<file path="config.mk">
export PLATFORM = sky130hd
export DESIGN_NAME = nfa_edge_list_matcher
export DESIGN_NICKNAME = d
export VERILOG_FILES = /design/src/nelm_pkg.sv /design/src/nelm_edge_ram.sv /design/src/nelm_engine.sv /design/src/nfa_edge_list_matcher.sv
export SDC_FILE = /design/constraint.sdc
export NUM_CORES = 2
export LEC_CHECK = 0
export BUFFER_PORTS_ARGS = -buffer_cell sky130_fd_sc_hd__buf_2
export CAP_MARGIN = 20
export CORE_ASPECT_RATIO = 0.9
export CORE_UTILIZATION = 56
export DETAILED_ROUTE_END_ITERATION = 12
export PLACE_DENSITY = 0.71
export SYNTH_ARGS = -nofsm -noshare
export SYNTH_HDL_FRONTEND = slang
export SYNTH_SLANG_ARGS = --single-unit
</file>
<file path="constraint.sdc">
create_clock -name i_clk -period 4 [get_ports i_clk]
set_input_delay 0.2 -clock i_clk [delete_from_list [all_inputs] [get_ports i_clk]]
set_output_delay 0.2 -clock i_clk [all_outputs]
set_load 0.005 [all_outputs]
</file>
<file path="src/nelm_pkg.sv">
// Package for the NFA edge-list matcher: sizes, request and register codes,
// edge and item record types, state-bit helper. No dependencies.
package nelm_pkg;

    localparam int STATE_CNT = 64;
    localparam int EDGE_CNT  = 128;
    localparam int EIDX_W    = $clog2(EDGE_CNT);
    localparam int ECNT_W    = 8;
    localparam int STATE_W   = 6;
    localparam int SYM_W     = 8;
    localparam int IN_DATA_W = 40;
    localparam int OUT_DATA_W = 8;
    localparam int CFG_IDX_W = 2;
    localparam int CFG_DATA_W = 8;

    typedef enum logic [1:0] {
        REQ_LOAD  = 2'd0,
        REQ_START = 2'd1,
        REQ_CHAR  = 2'd2,
        REQ_NONE  = 2'd3
    } t_req;

    typedef enum logic [CFG_IDX_W-1:0] {
        REG_EDGE_COUNT = 2'd0,
        REG_ACCEPT     = 2'd1,
        REG_SPARE_2    = 2'd2,
        REG_SPARE_3    = 2'd3
    } t_cfg_reg;

    typedef struct packed {
        logic               eps;
        logic [SYM_W-1:0]   sym;
        logic [STATE_W-1:0] src;
        logic [STATE_W-1:0] dst;
    } t_edge;

    localparam int EDGE_W = $bits(t_edge);

    typedef struct packed {
        t_req               req;
        logic [6:0]         idx;
        logic               eps;
        logic [SYM_W-1:0]   sym;
        logic [STATE_W-1:0] src;
        logic [STATE_W-1:0] dst;
        logic [SYM_W-1:0]   chr;
    } t_item;

    typedef struct packed {
        logic matched;
        logic any_active;
    } t_res;

    // One-hot set bit for a state; states past the set width give nothing.
    function automatic logic [STATE_CNT-1:0] st_bit(input logic [STATE_W-1:0] s);
        logic [63:0] wide;
        wide = 64'd1 << s;
        return wide[STATE_CNT-1:0];
    endfunction

endpackage

</file>
<file path="src/nelm_edge_ram.sv">
// Simple dual-port edge table RAM: one write port, one registered read port.
// Standalone; sized by parameters.
module nelm_edge_ram #(
    parameter int DEPTH = 128,
    parameter int WIDTH = 21
) (
    input  logic                     i_clk,
    input  logic                     i_wr_en,
    input  logic [$clog2(DEPTH)-1:0] i_wr_addr,
    input  logic [WIDTH-1:0]         i_wr_data,
    input  logic                     i_rd_en,
    input  logic [$clog2(DEPTH)-1:0] i_rd_addr,
    output logic [WIDTH-1:0]         o_rd_data
);

    logic [WIDTH-1:0] r_mem [DEPTH];
    logic [WIDTH-1:0] r_rd_data;

    always_ff @(posedge i_clk) begin
        if (i_wr_en) begin
            r_mem[i_wr_addr] <= i_wr_data;
        end
        if (i_rd_en) begin
            r_rd_data <= r_mem[i_rd_addr];
        end
    end

    assign o_rd_data = r_rd_data;

endmodule

</file>
<file path="src/nelm_engine.sv">
// Matcher engine: edge table writes, move pass and repeated closure passes
// over the edge RAM, one edge per cycle. Depends on nelm_pkg, nelm_edge_ram.
module nelm_engine import nelm_pkg::*; (
    input  logic                i_clk,
    input  logic                i_rst_n,
    input  logic                i_item_valid,
    output logic                o_item_ready,
    input  t_item               i_item,
    input  logic [ECNT_W-1:0]   i_edge_count,
    input  logic [STATE_W-1:0]  i_accept_state,
    output logic                o_res_valid,
    input  logic                i_res_ready,
    output t_res                o_res
);

    typedef enum logic [3:0] {
        ST_IDLE   = 4'b0001,
        ST_MOVE   = 4'b0010,
        ST_CLOSE  = 4'b0100,
        ST_RESULT = 4'b1000
    } t_state;

    t_state               r_state, n_state;
    logic [ECNT_W-1:0]    r_addr, n_addr;
    logic                 r_rd_vld, n_rd_vld;
    logic                 r_rd_last, n_rd_last;
    logic [STATE_CNT-1:0] r_set, n_set;
    logic [STATE_CNT-1:0] r_next, n_next;
    logic                 r_grew, n_grew;
    logic [SYM_W-1:0]     r_chr, n_chr;

    logic [ECNT_W-1:0]    n_used;
    logic                 accept;
    logic                 wr_en;
    logic                 rd_go;
    t_edge                wr_edge;
    t_edge                rd_edge;
    logic [EDGE_W-1:0]    rd_raw;
    logic                 src_hit;
    logic [STATE_CNT-1:0] dst_bit;
    logic                 move_hit;
    logic                 close_hit;
    logic                 close_grew;
    logic [STATE_CNT-1:0] next_move;
    logic [STATE_CNT-1:0] close_set;
    logic                 pass_end;

    assign n_used = (32'(i_edge_count) > EDGE_CNT) ? ECNT_W'(EDGE_CNT) : i_edge_count;
    assign accept = i_item_valid && o_item_ready;
    assign o_item_ready = (r_state == ST_IDLE);

    assign wr_en   = accept && (i_item.req == REQ_LOAD) && (32'(i_item.idx) < EDGE_CNT);
    assign wr_edge = '{eps: i_item.eps, sym: i_item.sym, src: i_item.src, dst: i_item.dst};
    assign rd_go   = ((r_state == ST_MOVE) || (r_state == ST_CLOSE)) && (r_addr < n_used);

    nelm_edge_ram #(
        .DEPTH (EDGE_CNT),
        .WIDTH (EDGE_W)
    ) u_edge_ram (
        .i_clk     (i_clk),
        .i_wr_en   (wr_en),
        .i_wr_addr (EIDX_W'(i_item.idx)),
        .i_wr_data (wr_edge),
        .i_rd_en   (rd_go),
        .i_rd_addr (r_addr[EIDX_W-1:0]),
        .o_rd_data (rd_raw)
    );

    assign rd_edge    = t_edge'(rd_raw);
    assign src_hit    = |(r_set & st_bit(rd_edge.src));
    assign dst_bit    = st_bit(rd_edge.dst);
    assign move_hit   = r_rd_vld && !rd_edge.eps && (rd_edge.sym == r_chr) && src_hit;
    assign close_hit  = r_rd_vld && rd_edge.eps && src_hit;
    assign close_grew = close_hit && ((r_set & dst_bit) == '0);
    assign next_move  = r_next | (move_hit ? dst_bit : '0);
    assign close_set  = r_set | (close_hit ? dst_bit : '0);
    assign pass_end   = (r_rd_vld && r_rd_last) || (n_used == '0);

    always_comb begin
        n_state   = r_state;
        n_addr    = r_addr;
        n_rd_vld  = rd_go;
        n_rd_last = (r_addr == n_used - ECNT_W'(1));
        n_set     = r_set;
        n_next    = r_next;
        n_grew    = r_grew;
        n_chr     = r_chr;
        if (rd_go) begin
            n_addr = r_addr + ECNT_W'(1);
        end
        unique case (r_state)
            ST_IDLE: begin
                if (accept) begin
                    unique case (i_item.req)
                        REQ_START: begin
                            n_set   = st_bit('0);
                            n_addr  = '0;
                            n_grew  = 1'b0;
                            n_state = ST_CLOSE;
                        end
                        REQ_CHAR: begin
                            n_chr   = i_item.chr;
                            n_next  = '0;
                            n_addr  = '0;
                            n_state = ST_MOVE;
                        end
                        default: begin
                            n_state = ST_RESULT;
                        end
                    endcase
                end
            end
            ST_MOVE: begin
                if (pass_end) begin
                    n_set   = next_move;
                    n_addr  = '0;
                    n_grew  = 1'b0;
                    n_state = ST_CLOSE;
                end else begin
                    n_next = next_move;
                end
            end
            ST_CLOSE: begin
                n_set = close_set;
                if (pass_end) begin
                    n_addr = '0;
                    n_grew = 1'b0;
                    if (!(r_grew || close_grew)) begin
                        n_state = ST_RESULT;
                    end
                end else begin
                    n_grew = r_grew || close_grew;
                end
            end
            ST_RESULT: begin
                if (i_res_ready) begin
                    n_state = ST_IDLE;
                end
            end
            default: begin
                n_state = ST_IDLE;
            end
        endcase
    end

    always_ff @(posedge i_clk) begin
        if (!i_rst_n) begin
            r_state  <= ST_IDLE;
            r_rd_vld <= 1'b0;
            r_set    <= '0;
        end else begin
            r_state  <= n_state;
            r_rd_vld <= n_rd_vld;
            r_set    <= n_set;
        end
        r_addr    <= n_addr;
        r_rd_last <= n_rd_last;
        r_next    <= n_next;
        r_grew    <= n_grew;
        r_chr     <= n_chr;
    end

    assign o_res_valid      = (r_state == ST_RESULT);
    assign o_res.matched    = |(r_set & st_bit(i_accept_state));
    assign o_res.any_active = |r_set;

endmodule

</file>
<file path="src/nfa_edge_list_matcher.sv">
// NFA edge-list matcher top level: config registers, engine, output register.
// Depends on nelm_pkg and nelm_engine.
//
// Usage: items arrive on s_axis (tuser = request kind, tdata = edge and
// character fields). A load item writes one edge slot; a start item sets
// the active set to the epsilon closure of state 0; a character item moves
// the active set over matching edges and then closes it. Each item gives one
// transaction on m_axis with the matched and any-active flags.
// The cfg channel writes edge_count (index 0) and accept_state (index 1);
// write it only while the block is idle. cfg_ready is always high.
// Load and unknown items pass through the result state to the output register.
// With min(edge_count, 128) edges in use, a start item runs closure passes
// over those edges and a character item runs one move pass and then closure
// passes, repeated until a closure pass adds nothing. The edge RAM read
// port gives each pass one edge per cycle.
// One item is in work at a time; the next is taken as soon as the result
// moves to the output register, even while m_axis is stalled.
// Reset clears the active set, config registers and all valid flags; edge
// RAM contents are undefined until loaded.
module nfa_edge_list_matcher import nelm_pkg::*; (
    input  logic                  i_clk,
    input  logic                  i_rst_n,
    input  logic                  s_axis_tvalid,
    output logic                  s_axis_tready,
    // [6:0] edge_index, [7] edge_is_epsilon, [15:8] edge_symbol,
    // [21:16] edge_source, [27:22] edge_target, [35:28] char_value, rest zero
    input  logic [IN_DATA_W-1:0]  s_axis_tdata,
    // [1:0] req_type
    input  logic [1:0]            s_axis_tuser,
    output logic                  m_axis_tvalid,
    input  logic                  m_axis_tready,
    // [0] matched, [1] any_active, rest zero
    output logic [OUT_DATA_W-1:0] m_axis_tdata,
    input  logic                  i_cfg_valid,
    output logic                  o_cfg_ready,
    input  logic [CFG_IDX_W-1:0]  i_cfg_index,
    input  logic [CFG_DATA_W-1:0] i_cfg_data
);

    logic [ECNT_W-1:0]  r_edge_count;
    logic [STATE_W-1:0] r_accept_state;
    logic               r_out_valid;
    t_res               r_out;
    t_item              item;
    t_res               res;
    logic               res_valid;
    logic               res_ready;

    assign o_cfg_ready = 1'b1;

    always_ff @(posedge i_clk) begin
        if (!i_rst_n) begin
            r_edge_count   <= '0;
            r_accept_state <= '0;
        end else if (i_cfg_valid) begin
            unique case (t_cfg_reg'(i_cfg_index))
                REG_EDGE_COUNT: r_edge_count   <= i_cfg_data[ECNT_W-1:0];
                REG_ACCEPT:     r_accept_state <= i_cfg_data[STATE_W-1:0];
                default: ;
            endcase
        end
    end

    assign item.req = t_req'(s_axis_tuser);
    assign item.idx = s_axis_tdata[6:0];
    assign item.eps = s_axis_tdata[7];
    assign item.sym = s_axis_tdata[15:8];
    assign item.src = s_axis_tdata[21:16];
    assign item.dst = s_axis_tdata[27:22];
    assign item.chr = s_axis_tdata[35:28];

    nelm_engine u_engine (
        .i_clk          (i_clk),
        .i_rst_n        (i_rst_n),
        .i_item_valid   (s_axis_tvalid),
        .o_item_ready   (s_axis_tready),
        .i_item         (item),
        .i_edge_count   (r_edge_count),
        .i_accept_state (r_accept_state),
        .o_res_valid    (res_valid),
        .i_res_ready    (res_ready),
        .o_res          (res)
    );

    assign res_ready = !r_out_valid || m_axis_tready;

    always_ff @(posedge i_clk) begin
        if (!i_rst_n) begin
            r_out_valid <= 1'b0;
        end else if (res_ready) begin
            r_out_valid <= res_valid;
        end
        if (res_ready && res_valid) begin
            r_out <= res;
        end
    end

    assign m_axis_tvalid = r_out_valid;
    assign m_axis_tdata  = {{(OUT_DATA_W-2){1'b0}}, r_out.any_active, r_out.matched};

endmodule
</file>
==> metrics.cfg <==
[clock_tree]
cts.repair.resized = 0
cts_root_buf = clkbuf_16
numCtsBuffers = 297
cts.sinks = 2877
post-cts-setup-buffer-count = 0
htree_num_levels = 5
cts_tree = yes
clk_pin_slew_worst_paths_ns = 0.06
worstSkewPairLatency_ns = 0.94
clockBufferDepth = 4

[yosys]
syn_avg_cell_area_sq_um = 21.7
ys_async_sr_fraction = 0
yosys-top-cells-area = edfxtp_1 (73%), mux4_2 (17%), dfxtp_1 (1.6%)
ys_types = 87
synth_edf_count = 2784
synth-seq-area-share = 0.751
ys_ff_latch = 2877
synth_top_area_share = 0.735
syn_inst = 5244
synth.largest_area_cell = edfxtp_1
synthFlopType = edfxtp_1
mappedNetlistArea_sq_um = 114000
ys_warn_count = 0

[hold_path]
min_from = s_axis_tdata[11]
min_path_type = input port to flip-flop
hold_path_depth = 1

[global_routing]
grt_usage = 0.291
grt_pass1_wl_mm = 421
antenna_found_initial = 21
grt_overflow = 0
grt_pass1_vias = 57100
grt_max_degree = 98

[detailed_routing]
routed_wirelength_mm = 297
drtIter0Drc = 8151
vias = 58400
routedWlPerCell_um = 34.5
top_layer = met5
first_pass_iters = 8
drc = 0
antenna_left = 0
wl_met1_mm = 117
vias_per_cell = 6.77
wl_met3_mm = 30.5
route.met2.wl_mm = 140

[power]
p_per_area_nw_per_um2 = 478
p_leak_nw = 39.1
ir_worst_vdd_uv = 448

[timing]
setup_ws_ns = 0.368
fmax_mhz = 275
finalSetupTns_ns = 0
fin_crit_sh = 0.908
worst_slew_pin_slew_ns = 1.15
finalClockSkew_ns = 0.0558
hold_slack_ns = -0.0211
setup_viol = 0
drv_slew = 0
timing.final.crit_period_ns = 3.63
rsz0062_at_grt = no
slew_headroom = 0.231
final_hold_viol_count = 11

[worst_setup_path]
path_depth = 8
setup.worst_path.start_class = flip-flop
crit_arrival_ns = 4.24
max_stage_delay_ns = 0.61
path_cells = buf_12 > buf_4 > mux4_2 > mux4_2 > mux2i_1 > nand2_1 > o211ai_1 > o21ai_0
crit_buf_inv = 2
reg2reg_depth = 8
worstPathRequired_ns = 4.60
cpLargestDelayFamily = multiplexers
cp_max_fo = 25
crit_path_end_kind = flip-flop
crit_top_cell = mux4_2
rr_startpoint = u_engine.r_addr[0]$_DFF_P_
worstSetupStartpoint = u_engine.r_addr[0]$_DFF_P_
worstSetupPathType = flip-flop to flip-flop
crit_path_top_delay_cell = dfxtp_4

[place]
place_ws_ns = 0.432
place_hpwl_mm = 172
gp_congestion = 0.960
port_buffers = 56

[finish]
area.growth.synth_to_final_pct = 13.9
mostFrequentLayoutCells = edfxtp_1 (2784), mux4_2 (881), buf_4 (336), clkbuf_16 (303), nand2_1 (162)
nets = 5786
final_common_cell = edfxtp_1
layout-drive-gt1-share = 0.322

[die]
die_area_sq_um = 205000
start_util = 0.565
core_sq_um = 201000
dieHeight_um = 430
ios = 68
die_x_um = 477
rows = 156

[run]
max_cap_viol_count = 0

[outcome]
status = complete, but fails checks
violations = hold timing

cell families after synthesis:
kind of cell / count (synthesis) / synth area share
mux: 955 / 0.181
fa+ha+maj: 14 / 0.00154
xor+xnor: 19 / 0.00146
other cells: 2 / 0.0000660
flops: 2877 / 0.751
buf+inv: 344 / 0.0127
compound gates: 390 / 0.0242
simple gates: 643 / 0.0276
state kept, by name, summed over array words and instances (netlist names):
name and count:
m_axis_tdata 2, m_axis_tvalid 1, u_engine.r_grew 1, u_engine.r_rd_last 1, u_engine.r_state 4, u_engine.r_addr 8
u_engine.u_edge_ram.o_rd_data 21, u_engine.r_set 64, r_edge_count 8, u_engine.u_edge_ram.r_mem 2688, r_accept_state 6, u_engine.r_next 64
u_engine.r_chr 8, u_engine.r_rd_vld 1
cell type report:
cell class                      instances  area [sq um]
Antenna cell                            8          20.0
Clock buffer                          362          7820
Clock inverter                        147          1160
Fill cell                           13000         71900
Inverter                               29           109
Multi-Input combinational cell       2028         27200
Sequential cell                      2877         85500
Tap cell                             2686          3360
Timing Repair Buffer                  482          4370
power breakdown:
| part | leakage [nW] | internal, mW | switching, mW |
|---|---|---|---|
| combinational | 8.96 | 1.15 | 1.56 |
| clock | 4.38 | 15.0 | 11.0 |
| sequential | 25.8 | 33.1 | 0.0643 |
stage by stage:
stage,instances,hold slack [ns],power [mW],utilization,instance area (sq um)
after CTS,8607,0.00538,62.2,0.643,129000
after global routing,8612,0.0188,63.4,0.643,130000
after detailed placement,8044,0.378,36.5,0.595,120000
after global placement,8044,0.376,36.4,0.595,120000
final,8619,-0.0211,61.9,0.643,130000
after floorplan,5249,0.299,35.3,-,114000
per-layer routing:
metal,global-route usage,vias up
met5,0.00490,-
met4,0.0896,4
met3,0.0595,536
met2,0.446,3563
met1,0.427,31100
li1,-,23200
cell usage after synthesis, drive strengths merged (11+ instances only):
cell type / number
edfxtp: 2784
mux4: 881
nor2: 235
clkbuf: 174
nand2: 162
buf: 141
dfxtp: 93
a21oi: 83
o21ai: 68
mux2i: 40
nand3: 39
nor4: 36
mux2: 34
nor3: 31
nor2b: 29
inv: 27
a31oi: 25
a22oi: 20
nand3b: 18
o41ai: 18
o22ai: 17
nand4: 15
a22o: 14
ha: 14
o211ai: 14
xnor2: 14
and2: 13
a32oi: 11
o21bai: 11
o31ai: 11
repair_timing:
item                                   in CTS  in global routing
hold buffers                               54                  2
setup endpoints to repair                   0                  0
endpoints found under the hold margin    1035                 67
final timing paths:
| check | endpoint | slack (ns) |
|---|---|---|
| min reg2reg | u_engine.r_addr[7]$_DFF_P_ | 0.52 |
| max reg2reg | u_engine.u_edge_ram.o_rd_data[2]$_DFFE_PN_ | 0.37 |
| min | u_engine.u_edge_ram.r_mem[127][15]$_DFFE_PP_ | -0.02 |
| max | u_engine.u_edge_ram.o_rd_data[2]$_DFFE_PN_ | 0.37 |
Note: power is estimated with default switching activity, not from simulation.
